===== src/rtl/sida_pkg.sv =====
// shared types and constants for the signed integer to decimal text converter
`timescale 1ns / 1ps
package sida_pkg;

   localparam int unsigned DIGIT_BITS = 4;
   localparam int unsigned CHAR_BITS  = 7;

   localparam logic [CHAR_BITS-1:0] CHR_ZERO  = 7'd48;
   localparam logic [CHAR_BITS-1:0] CHR_MINUS = 7'd45;

   localparam logic [DIGIT_BITS-1:0] DIGIT_ADJ_LIMIT = 4'd5;
   localparam logic [DIGIT_BITS-1:0] DIGIT_ADJ       = 4'd3;

   typedef enum logic [2:0] {
      ST_IDLE,
      ST_CONVERT,
      ST_SKIP,
      ST_SIGN,
      ST_DIGITS
   } state_type;

endpackage


===== src/rtl/sida_dabble_step.sv =====
// one shift-and-add-3 step of the binary to bcd conversion
`timescale 1ns / 1ps
module sida_dabble_step #(
   parameter int unsigned NUM_DIGITS = 10
) (
   input  logic [NUM_DIGITS*sida_pkg::DIGIT_BITS-1:0] bcd_cur,
   input  logic                                       bit_in,
   output logic [NUM_DIGITS*sida_pkg::DIGIT_BITS-1:0] bcd_nxt
);

   localparam int unsigned DB = sida_pkg::DIGIT_BITS;

   logic [NUM_DIGITS*DB-1:0] adjusted;

   // add 3 to every digit of 5 or more, then shift one bit in
   always_comb begin
      for (int i = 0; i < NUM_DIGITS; i++) begin
         if (bcd_cur[i*DB +: DB] >= sida_pkg::DIGIT_ADJ_LIMIT) begin
            adjusted[i*DB +: DB] = bcd_cur[i*DB +: DB] + sida_pkg::DIGIT_ADJ;
         end else begin
            adjusted[i*DB +: DB] = bcd_cur[i*DB +: DB];
         end
      end
      bcd_nxt = {adjusted[NUM_DIGITS*DB-2:0], bit_in};
   end

endmodule


===== src/rtl/signed_int_to_decimal_ascii.sv =====
// sequence: load the request, run VALUE_WIDTH conversion steps, drop leading zeros one at a
//   time, then emit the optional minus sign and the digits, one character per accepted transfer
// one item at a time: req_ready is high only in idle, so a new value waits for the last character;
//   the single shared shift-and-add-3 step is reused for every conversion step
// reset: synchronous active-high reset returns the sequencer to idle, no result pending
`timescale 1ns / 1ps
module signed_int_to_decimal_ascii #(
   parameter int unsigned VALUE_WIDTH = 32
) (
   input  logic                               clock,
   input  logic                               reset,
   input  logic                               req_valid,
   output logic                               req_ready,
   input  logic signed [VALUE_WIDTH-1:0]      req_value,
   output logic                               rsp_valid,
   input  logic                               rsp_ready,
   output logic [sida_pkg::CHAR_BITS-1:0]     rsp_char_code,
   output logic                               rsp_last_char
);

   localparam int unsigned DB = sida_pkg::DIGIT_BITS;
   // decimal digits of the largest magnitude, 2^(VALUE_WIDTH-1)
   localparam int unsigned NUM_DIGITS = ((VALUE_WIDTH - 1) * 30103) / 100000 + 1;
   localparam int unsigned BCD_BITS   = NUM_DIGITS * DB;
   localparam int unsigned STEP_BITS  = $clog2(VALUE_WIDTH + 1);
   localparam int unsigned LEFT_BITS  = $clog2(NUM_DIGITS + 1);

   sida_pkg::state_type state_ff, state_in;

   logic [VALUE_WIDTH-1:0] bin_ff, bin_in;       // magnitude, shifted out msb first
   logic [BCD_BITS-1:0]    bcd_ff, bcd_in;       // decimal digits, top digit emitted
   logic [STEP_BITS-1:0]   step_ff, step_in;     // conversion steps still to run
   logic [LEFT_BITS-1:0]   left_ff, left_in;     // digits still to skip or emit
   logic                   neg_ff, neg_in;

   logic [BCD_BITS-1:0]    bcd_step;
   logic [DB-1:0]          top_digit;
   logic                   req_fire;
   logic                   rsp_fire;
   logic [VALUE_WIDTH-1:0] magnitude;

   assign top_digit = bcd_ff[BCD_BITS-1 -: DB];
   assign req_fire  = req_valid && req_ready;
   assign rsp_fire  = rsp_valid && rsp_ready;

   // unsigned magnitude; the most negative value maps onto 2^(VALUE_WIDTH-1) exactly
   assign magnitude = req_value[VALUE_WIDTH-1] ? (~req_value + 1'b1) : req_value;

   // shared conversion unit, one bit of the magnitude per cycle
   sida_dabble_step #(
      .NUM_DIGITS (NUM_DIGITS)
   ) u_step (
      .bcd_cur (bcd_ff),
      .bit_in  (bin_ff[VALUE_WIDTH-1]),
      .bcd_nxt (bcd_step)
   );

   // next state
   always_comb begin
      state_in = state_ff;
      unique case (state_ff)
         sida_pkg::ST_IDLE: begin
            if (req_fire) state_in = sida_pkg::ST_CONVERT;
         end
         sida_pkg::ST_CONVERT: begin
            if (step_ff == STEP_BITS'(1)) state_in = sida_pkg::ST_SKIP;
         end
         sida_pkg::ST_SKIP: begin
            // leading zeros are dropped, but the last digit always stays
            if (!(top_digit == '0 && left_ff != LEFT_BITS'(1))) begin
               state_in = neg_ff ? sida_pkg::ST_SIGN : sida_pkg::ST_DIGITS;
            end
         end
         sida_pkg::ST_SIGN: begin
            if (rsp_fire) state_in = sida_pkg::ST_DIGITS;
         end
         sida_pkg::ST_DIGITS: begin
            if (rsp_fire && left_ff == LEFT_BITS'(1)) state_in = sida_pkg::ST_IDLE;
         end
         default: state_in = sida_pkg::ST_IDLE;
      endcase
   end

   // datapath updates
   always_comb begin
      bin_in  = bin_ff;
      bcd_in  = bcd_ff;
      step_in = step_ff;
      left_in = left_ff;
      neg_in  = neg_ff;
      unique case (state_ff)
         sida_pkg::ST_IDLE: begin
            if (req_fire) begin
               bin_in  = magnitude;
               bcd_in  = '0;
               step_in = STEP_BITS'(VALUE_WIDTH);
               left_in = LEFT_BITS'(NUM_DIGITS);
               neg_in  = req_value[VALUE_WIDTH-1];
            end
         end
         sida_pkg::ST_CONVERT: begin
            bcd_in  = bcd_step;
            bin_in  = {bin_ff[VALUE_WIDTH-2:0], 1'b0};
            step_in = step_ff - 1'b1;
         end
         sida_pkg::ST_SKIP: begin
            if (top_digit == '0 && left_ff != LEFT_BITS'(1)) begin
               bcd_in  = {bcd_ff[BCD_BITS-DB-1:0], {DB{1'b0}}};
               left_in = left_ff - 1'b1;
            end
         end
         sida_pkg::ST_SIGN: begin
         end
         sida_pkg::ST_DIGITS: begin
            if (rsp_fire && left_ff != LEFT_BITS'(1)) begin
               bcd_in  = {bcd_ff[BCD_BITS-DB-1:0], {DB{1'b0}}};
               left_in = left_ff - 1'b1;
            end
         end
         default: begin
         end
      endcase
   end

   // outputs, decoded from the registers only, with no path from the inputs
   always_comb begin
      req_ready     = 1'b0;
      rsp_valid     = 1'b0;
      rsp_char_code = sida_pkg::CHR_ZERO;
      rsp_last_char = 1'b0;
      unique case (state_ff)
         sida_pkg::ST_IDLE: req_ready = 1'b1;
         sida_pkg::ST_CONVERT: begin
         end
         sida_pkg::ST_SKIP: begin
         end
         sida_pkg::ST_SIGN: begin
            rsp_valid     = 1'b1;
            rsp_char_code = sida_pkg::CHR_MINUS;
         end
         sida_pkg::ST_DIGITS: begin
            rsp_valid     = 1'b1;
            rsp_char_code = sida_pkg::CHR_ZERO
                          + {{(sida_pkg::CHAR_BITS-DB){1'b0}}, top_digit};
            rsp_last_char = (left_ff == LEFT_BITS'(1));
         end
         default: begin
         end
      endcase
   end

   always_ff @(posedge clock) begin
      if (reset) begin
         state_ff <= sida_pkg::ST_IDLE;
      end else begin
         state_ff <= state_in;
      end
   end

   // payload registers, no reset needed
   always_ff @(posedge clock) begin
      bin_ff  <= bin_in;
      bcd_ff  <= bcd_in;
      step_ff <= step_in;
      left_ff <= left_in;
      neg_ff  <= neg_in;
   end

endmodule

===== config.mk =====
export PLATFORM = sky130hd
export DESIGN_NAME = signed_int_to_decimal_ascii
export DESIGN_NICKNAME = d
export VERILOG_FILES = /design/src/rtl/sida_pkg.sv /design/src/rtl/sida_dabble_step.sv /design/src/rtl/signed_int_to_decimal_ascii.sv
export SDC_FILE = /design/constraint.sdc
export NUM_CORES = 1
export LEC_CHECK = 0
export BUFFER_PORTS_ARGS = -buffer_cell sky130_fd_sc_hd__clkbuf_2
export CAP_MARGIN = 20
export CORE_MARGIN = 1.5
export CORE_UTILIZATION = 55
export CTS_BUF_LIST = sky130_fd_sc_hd__clkbuf_4 sky130_fd_sc_hd__clkbuf_8 sky130_fd_sc_hd__clkbuf_16
export DETAILED_ROUTE_END_ITERATION = 8
export PLACE_DENSITY = 0.71
export REMOVE_ABC_BUFFERS = 1
export SETUP_SLACK_MARGIN = 0.1
export SKIP_CTS_REPAIR_TIMING = 1
export SLEW_MARGIN = 25
export SYNTH_ARGS = -nofsm -noshare
export SYNTH_HDL_FRONTEND = slang
export SYNTH_SLANG_ARGS = --single-unit

===== constraint.sdc =====
create_clock -name clock -period 7.76 [get_ports clock]
set_input_delay 0.388 -clock clock [delete_from_list [all_inputs] [get_ports clock]]
set_output_delay 0.388 -clock clock [all_outputs]
set_load 0.02 [all_outputs]

==> results of run 1 <==
[per-layer routing]
metal | vias to the layer above | GRT usage | part of all wire
met5 | - | 0 | 0
met4 | 0 | 0.0873 | 0.018
met3 | 16 | 0.0298 | 0.027
met2 | 72 | 0.327 | 0.46
met1 | 1883 | 0.292 | 0.49
li1 | 2072 | - | -
[state kept, by name (all words and copies together), names as in the netlist]
signal	cells
left_ff	4
neg_ff	1
step_ff	6
state_ff	3
bin_ff	32
bcd_ff	40
[cells by family after synthesis]
| group | count (synthesis) | synth area share |
|---|---|---|
| simple gates | 182 | 0.167 |
| compound gates | 159 | 0.185 |
| flops | 86 | 0.466 |
| buf+inv | 59 | 0.0438 |
| xor+xnor | 46 | 0.0735 |
| fa+ha+maj | 26 | 0.0594 |
| other cells | 2 | 0.00137 |
| mux | 2 | 0.00365 |
[worst reg2reg max path, delay by kind of cell (launching register included)]
kind,cells,cell delay (ns)
AND/OR/NAND/NOR,1,0.53
adder cells (fa/ha/maj),1,0.14
AO/OA/AOI/OAI,3,0.57
flip-flops,1,0.39
buffers and inverters,2,0.40
[placed cells by master, fill, tap and decap left out, types with 5 or more instances in the layout]
| cell type | synthesis | layout |
|---|---|---|
| nor2_1 | 35 | 34 |
| xnor2_1 | 16 | 16 |
| nor3_1 | 8 | 7 |
| or4_1 | 5 | 5 |
| inv_1 | 29 | 29 |
| nand2_1 | 73 | 73 |
| nand2b_1 | 10 | 10 |
| xor2_1 | 30 | 30 |
| a22o_1 | 9 | 9 |
| o21ai_0 | 68 | 67 |
| edfxtp_1 | 83 | 83 |
| o41ai_2 | 5 | 5 |
| o31ai_1 | 15 | 15 |
| nor3b_1 | 17 | 17 |
| ha_1 | 26 | 26 |
| clkbuf_8 | 0 | 9 |
| or3_1 | 7 | 7 |
| clkbuf_2 | 0 | 43 |
| a21oi_1 | 43 | 43 |
| nor2b_1 | 5 | 5 |
[power by group]
group	switching (mW)	internal, mW	leakage, nW
registers	0.177	0.872	0.852
clock network	0.160	0.121	0.0874
logic	0.594	0.349	1.28
[cell usage after synthesis (4+ instances only)]
| master | n | area share |
|---|---|---|
| or3_1 | 7 | 0.0080 |
| a21oi_1 | 43 | 0.039 |
| o21ai_0 | 68 | 0.062 |
| nand2b_1 | 10 | 0.011 |
| or2_2 | 4 | 0.0046 |
| nor2b_1 | 5 | 0.0057 |
| xnor2_1 | 16 | 0.026 |
| nor2_1 | 35 | 0.024 |
| o31ai_1 | 15 | 0.021 |
| edfxtp_1 | 83 | 0.45 |
| nor3b_1 | 17 | 0.023 |
| buf_1 | 5 | 0.0034 |
| or4_1 | 5 | 0.0069 |
| inv_1 | 29 | 0.020 |
| nand2_1 | 73 | 0.050 |
| o41ai_2 | 5 | 0.015 |
| nand3_1 | 4 | 0.0037 |
| clkbuf_1 | 19 | 0.013 |
| nor3_1 | 8 | 0.0073 |
| ha_1 | 26 | 0.059 |
| a22o_1 | 9 | 0.014 |
| xor2_1 | 30 | 0.048 |
[worst max-delay path by stage]
stage / startpoint / endpoint / cells after the start
floorplan: left_ff[0]$_SDFFCE_PP0P_ / bcd_ff[0]$_DFFE_PP_ / 5
global route: state_ff[0]$_SDFFE_PP0P_ / bin_ff[28]$_DFFE_PP_ / 6
CTS: req_value[0] / bin_ff[22]$_DFFE_PP_ / 8
global placement: req_value[0] / bin_ff[22]$_DFFE_PP_ / 8
detailed placement: req_value[0] / bin_ff[22]$_DFFE_PP_ / 8
finish: req_value[0] / bin_ff[22]$_DFFE_PP_ / 8
[layout make-up]
class,instances,area share
Multi-Input combinational cell,417,0.455
Tap cell,133,0.0280
Clock buffer,11,0.0234
Clock inverter,5,0.00442
Sequential cell,86,0.429
Timing Repair Buffer,47,0.0413
Inverter,29,0.0183
[stage by stage]
| stage | power [mW] | utilization | hold slack, ns | std cells |
|---|---|---|---|---|
| 6_report | 2.27 | 0.611 | 0.237 | 728 |
| 5_1_grt | 2.47 | 0.611 | 0.237 | 728 |
| 4_1_cts | 2.29 | 0.611 | 0.223 | 728 |
| 3_5_place_dp | 2.00 | 0.594 | 0.509 | 712 |
| 3_3_place_gp | 1.96 | 0.594 | 0.503 | 712 |
| 2_1_floorplan | 1.73 | - | 0.460 | 532 |
==> results.md, run 1 <==
- Of the available clock period, the critical path in the final layout requires 0.312.
- The total wire length after detailed routing is 10500 um.
- The layout net count is 652.
- The final sum of negative setup slack is 0 ns.
- The highest fanout seen on the critical path is 10.
- TritonCTS built the clock tree.
- After floorplanning, the core was sized to cover 9730 um^2.
- The depth of the CTS H-tree is 3.
- The number of clock buffers added by TritonCTS is 9.
- The length in cells of the worst reg-to-reg path is 7.
- The worst setup slack after placement is 4.96 ns.
- Dividing the detail-routed wire length by the instance count gives 14.4 um.
- Among cell families on the critical path, the largest total delay comes from simple AND/OR/NAND/NOR gates.
- The setup skew after layout is 0.00908 ns.
- The kind of start point of the critical path is an input pin.
- The path type of the worst min-delay path is in2reg.
- The initial antenna violation count is 0.
- The number of port buffers is 43.
- The synthesized netlist occupies a cell area of 5480 um^2.
- The time the worst path needs with I/O delays and setup is 2.42 ns.
- The via total after detailed routing is 4043.
- The first detailed-routing pass ran for 4 iterations.
- The first-pass GRT wire length is 17100 um.
- The chip height is 103 um.
- For this design the static power due to leakage is 2.22 nW.
- The total number of placement rows is 36.
- The standard cell with the maximum stage delay on the critical path is or4_4.
- In this run the critical register-to-register path is launched from left_ff[1]$_SDFFCE_PP1P_.
- Summed over all nets, the half-perimeter wirelength after detailed placement is 6970 um.
- A synthesized cell averages 9.75 um^2.
- In the routed layout, each cell is associated on average with a via count of 5.55.
- STA classifies the critical path endpoint as a register.
- The total of max-cap violations is 0.
- The die outline area is 10600 um^2.
- The tree is rooted in a clkbuf_8.
- The worst setup slack for register-to-register paths is 5.39 ns.
- The classification of the worst setup path is in2reg.
- At the pin with the least slew margin, the transition time is 0.895 ns.
- The beginning of the worst hold path is reset.
- The share of synthesized flip-flops with an asynchronous set or reset is 0.
- The die extent in x is 103 um.
- The synthesized design contains 86 register bits.
- The overall fraction of global-route tracks in use is 0.208.
- The combined buffer and inverter count along the critical path is 2.
- For this run, the register share of the synthesized area comes to 0.466.
- The area growth from synthesis to final layout is 8.47%.
- The sequential standard cell area is 2550 um^2.
- The critical path data required time is 7.84 ns.
- In the final layout, the share of cells above drive strength 1 is 0.138.
- 46 I/O pins were placed.
- The worst-skew pair later-pin latency is 0.35 ns.
- The layout has 834 filler cells.
- Traced cell by cell, the critical path runs through clkbuf_2 > inv_1 > ha_1 > or3b_2 > or4_4 > o41ai_2 > xor2_1 > a21oi_1.
- The placed instances occupy a cell area of 5780 um^2.
- Data arrives at the worst endpoint at 2.50 ns.
- The count of final setup violators is 0.
- The count of warnings emitted by yosys is 0.
- The delay of the slowest cell on the worst path is 0.62 ns.
- The minimum setup slack in the final design is 5.34 ns.
- The tree built by TritonCTS fans out to 86 sinks.
- The headroom to the max-slew limit is 0.403.
- The finished cells cover 5940 um^2.
- The count of antenna-violating nets left after detailed routing is 0.
- The total count of hold-check failures in the final report was 0.
- The cell count after synthesis came out at 562.
- Yosys mapped the design onto 49 distinct sky130hd cell types.
- The number of slew-limit violations in the final report is 0.
- The run finished with clean final reports.
- The aggregate global routing overflow is 0.
- The first routing iteration left 207 violations.
- The worst-case vdd ir drop is 180 uV.
- The worst register-to-register path ends at bcd_ff[13]$_DFFE_PP_.
- The number of remaining DRC errors is 0.
- Dividing total power by cell area gives a power density of 382 nW/um^2.
- The multi-input combinational cells in the finished layout cover a total of 2710 um^2.
- In this run, synthesis inferred 83 flip-flops with an integrated enable.
- No sink is reached through more buffers than the 2 on the longest clock path.
- The clock transition at the registers of the reported paths is 0.08 ns.
- Setup repair after global routing left no endpoint under its margin.
- The global placement routability congestion is 0.809.
- The number of antenna diodes in the final layout is 0.
- The initial standard-cell utilization of the core is 0.563.
- The via count of the first global-routing pass was 3675.
- Entering global routing, the biggest net connects 69 pins.
- The highest attainable clock frequency is 0.413 GHz.
- The most used flip-flop cell after synthesis is edfxtp_1.
- The worst hold path was traced through 2 stages.
- The worst hold path terminates at state_ff[1]$_SDFFE_PP0P_.
No activity file was read; power rests on OpenSTA's default activity.
==> inputs of run 2 (changes only) <==
PLACE_DENSITY = 0.74   (was 0.71)
clock period = 2.1 ns   (was 7.76 ns; I/O delays follow)
==> run 2 against run 1 <==
Net effect: sequential share of layout area is 3.2 points lower; clock-buffer cell count increased by 4; final cell count increased by 5.2%; global-route usage up 1.1 points; largest cell class unchanged; die area stayed put; clock skew fell by 0.00084 ns; via count increased by 6.9%; highest routed layer unchanged; first-iteration DRC count down 1.9%.
==> results.md, run 2 (synthesized netlist as in run 1, its figures left out) <==
- Result of the run: finished, final reports clean (unchanged).
- The aggregate global routing overflow is 0 (unchanged).
- The number of search-and-repair iterations in the first detailed-routing pass is 4 (unchanged).
- The worst-case vdd ir drop is 777 uV (was 180 uV).
- Worst-path cell chain: clkbuf_2 > inv_1 > ha_1 > or3b_4 > or4_4 > o41ai_4 > xor2_1 > a21oi_1 (was clkbuf_2 > inv_1 > ha_1 > or3b_2 > or4_4 > o41ai_2 > xor2_1 > a21oi_1).
- The overall fraction of global-route tracks in use was 0.220 (was 0.208).
- The combinational fraction of design power is 0.453 (was 0.415).
- The total of max-cap violations is 0 (unchanged).
- The first-pass GRT wire length is 18300 um (was 17100 um).
- The register ranked first by flip-flop count is bcd_ff (unchanged).
- The clock transition at the registers of the reported paths is 0.09 ns (was 0.08 ns).
- The total wire length after detailed routing is 11400 um (was 10500 um).
- The count of final setup violators is 0 (unchanged).
- The flip-flop count of the largest register, all copies and words added is 40 (unchanged).
- The critical path data required time is 2.21 ns (was 7.84 ns).
- The depth of the CTS H-tree came to 3 (unchanged).
- The first-iteration detailed-routing DRC count was 203 (was 207).
- The area of the core is 9730 um^2 (unchanged).
- The total power is 9.16 mW (was 2.27 mW).
- The clock network power share is 0.126 (was 0.124).
- The layout net count is 690 (was 652).
- The final instance count without filler cells was 766 (was 728).
- The I/O pin count is 46 (unchanged).
- The root buffer cell is clkbuf_8 (unchanged).
- The number of filler instances in the final layout is 808 (was 834).
- The slew of the pin with the lowest slew margin came to 0.827 ns (was 0.895 ns).
- The die extent in x is 103 um (unchanged).
- The fraction of layout cells with a size suffix above 1 is 0.210 (was 0.138).
- The final sum of negative setup slack is 0 ns (unchanged).
- The internal power summed over all cells is 5.52 mW (was 1.34 mW).
- The sequential standard cell area was 2550 um^2 (about the same).
- The total number of placement rows was 36 (unchanged).
- The buffer levels on the longest clock path is 2 (unchanged).
- The area growth from synthesis to final layout is 17.3% (was 8.47%).
- The cell class contributing the biggest share of worst-path delay is simple AND/OR/NAND/NOR gates (unchanged).
- The count of antenna diodes in the layout came to 0 (unchanged).
- The wire length per cell after detailed routing is 14.9 um (was 14.4 um).
- The most common library cell in the layout ignoring fill and taps is edfxtp_1 (unchanged).
- The number of vias per cell after detailed routing is 5.64 (was 5.55).
- The number of port buffers is 43 (unchanged).
- The share of power burned in registers is 0.421 (was 0.461).
- The path type of the worst min-delay path is in2reg (unchanged).
- Unrepaired setup endpoints after global routing: true (was false).
- The reported net switching power came to 3.63 mW (was 0.931 mW).
- The setup skew after layout is 0.00824 ns (was 0.00908 ns).
- The total count of hold-check failures in the final report is 0 (unchanged).
- The total power density per cell area is 1420 nW/um^2 (was 382 nW/um^2).
- The final cycle utilization of the critical path is 0.921.
- The maximum number of pins on one net before global-route repair was 65 (was 69).
- The total placed instance area is 6040 um^2 (was 5780 um^2).
- The number of clock sinks is 86 (unchanged).
- The arrival time of the worst setup path is 2.05 ns (was 2.50 ns).
- The final worst hold slack is 0.105 ns (was 0.237 ns).
- The classification of the worst setup path was in2reg (unchanged).
- The highest fanout seen on the critical path is 5 (was 10).
- The type of element capturing the critical path is a register (unchanged).
- The summed area of non-filler cells in the final layout is 6430 um^2 (was 5940 um^2).
- The via total after detailed routing is 4322 (was 4043).
- The via count of the first global-routing pass is 3996 (was 3675).
- The total clock buffers created by CTS is 9 (unchanged).
- The time the worst path needs with I/O delays and setup is 1.93 ns.
- The delay of the slowest cell on the worst path came to 0.62 ns (about the same).
- The count of antenna-violating nets left after detailed routing was 0 (unchanged).
- The leakage dissipation came to 2.48 nW (was 2.22 nW).
- For this run, the top clock speed supported by timing is 0.517 GHz.
- The headroom to the max-slew limit came to 0.449 (was 0.403).
- The initial antenna violation count is 0 (unchanged).
- The global placement routability congestion is 0.905 (was 0.809).
- The CTS tree is built (unchanged).
- The kind of start point of the critical path is an input pin (unchanged).
- The number of remaining DRC errors came to 0 (unchanged).
- The area taken by multi-input logic gates was 2790 um^2 (was 2710 um^2).
- The initial standard-cell utilization of the core is 0.563 (unchanged).
- The standard cell with the maximum stage delay on the critical path was or4_4 (unchanged).
- The number of slew-limit violations in the final report is 0 (unchanged).
- The worst-skew pair later-pin latency was 0.36 ns (was 0.35 ns).
- The switching portion of total power was 0.397 (was 0.410).
- The estimated wirelength of the detail-placed design is 7470 um (was 6970 um).
- Commonest cells after routing, fill and taps aside: 83 x edfxtp_1, 72 x nand2_1, 65 x o21ai_0, 43 x clkbuf_2, 41 x a21oi_1 (was 83 x edfxtp_1, 73 x nand2_1, 67 x o21ai_0, 43 x a21oi_1, 43 x clkbuf_2).
- Top Registers: bcd_ff: 40 flops, bin_ff: 32 flops, step_ff: 6 flops (unchanged).
- The die outline area was 10600 um^2 (unchanged).
- The number of cells after detailed placement is 742 (was 712).
- The combined buffer and inverter count along the critical path was 2 (unchanged).
- The chip height is 103 um (unchanged).
-- run 2: cell count changes in the layout (fill, tap and decap cells not counted), sizes merged --
cell	before	now
buf	4	38
clkbuf	54	60
clkinv	4	1
clkinvlp	1	0
dlygate4sd3	0	1
or4	7	8
-- run 2: power by group through the flow --
stage | registers, mW | logic, mW | clock network (mW)
global placement | 3.82 | 3.62 | 0
detailed placement | 3.87 | 3.81 | 0
floorplan | 3.72 | 2.62 | 0
global route | 3.99 | 4.64 | 1.25
CTS | 3.84 | 3.82 | 1.18
finish | 3.85 | 4.14 | 1.16
-- run 2: path summary, 6_finish.rpt --
| check | start | to | slack, ns | cells after the start |
|---|---|---|---|---|
| max | req_value[0] | bin_ff[22]$_DFFE_PP_ | 0.17 | 8 |
| max reg2reg | left_ff[0]$_SDFFCE_PP0P_ | bcd_ff[34]$_DFFE_PP_ | 0.17 | 7 |
| min reg2reg | bin_ff[31]$_DFFE_PP_ | bcd_ff[0]$_DFFE_PP_ | 0.53 | 1 |
| min | req_value[0] | bin_ff[0]$_SDFFCE_PP0P_ | 0.11 | 3 |
-- run 2: tightest hold or removal path, cell delays in order --
cell and delay (ns):
clkbuf_2 0.09, inv_1 0.05, nor2_1 0.10
-- run 2: final cells by class --
type	instances	area share
multi-input combinational	418	0.434
sequential	86	0.397
timing repair buffer	84	0.0956
inverter	29	0.0169
tap	133	0.0259
clock buffer	15	0.0292
clock inverter	1	0.000779
-- run 2: per-stage QoR --
stage           util  worst slack (ns)
2_1_floorplan      -             -2.28
3_5_place_dp   0.621            -0.320
3_3_place_gp   0.621            -0.260
5_1_grt        0.661            0.0445
4_1_cts        0.641           -0.0261
6_report       0.661             0.165
-- run 2: metal layers --
metal | track usage | up-vias | part of all wire
met1 | 0.294 | 2076 | 0.46
li1 | - | 2161 | -
met2 | 0.364 | 69 | 0.49
met3 | 0.0420 | 16 | 0.030
met5 | 0 | - | 0
met4 | 0.0696 | 0 | 0.013
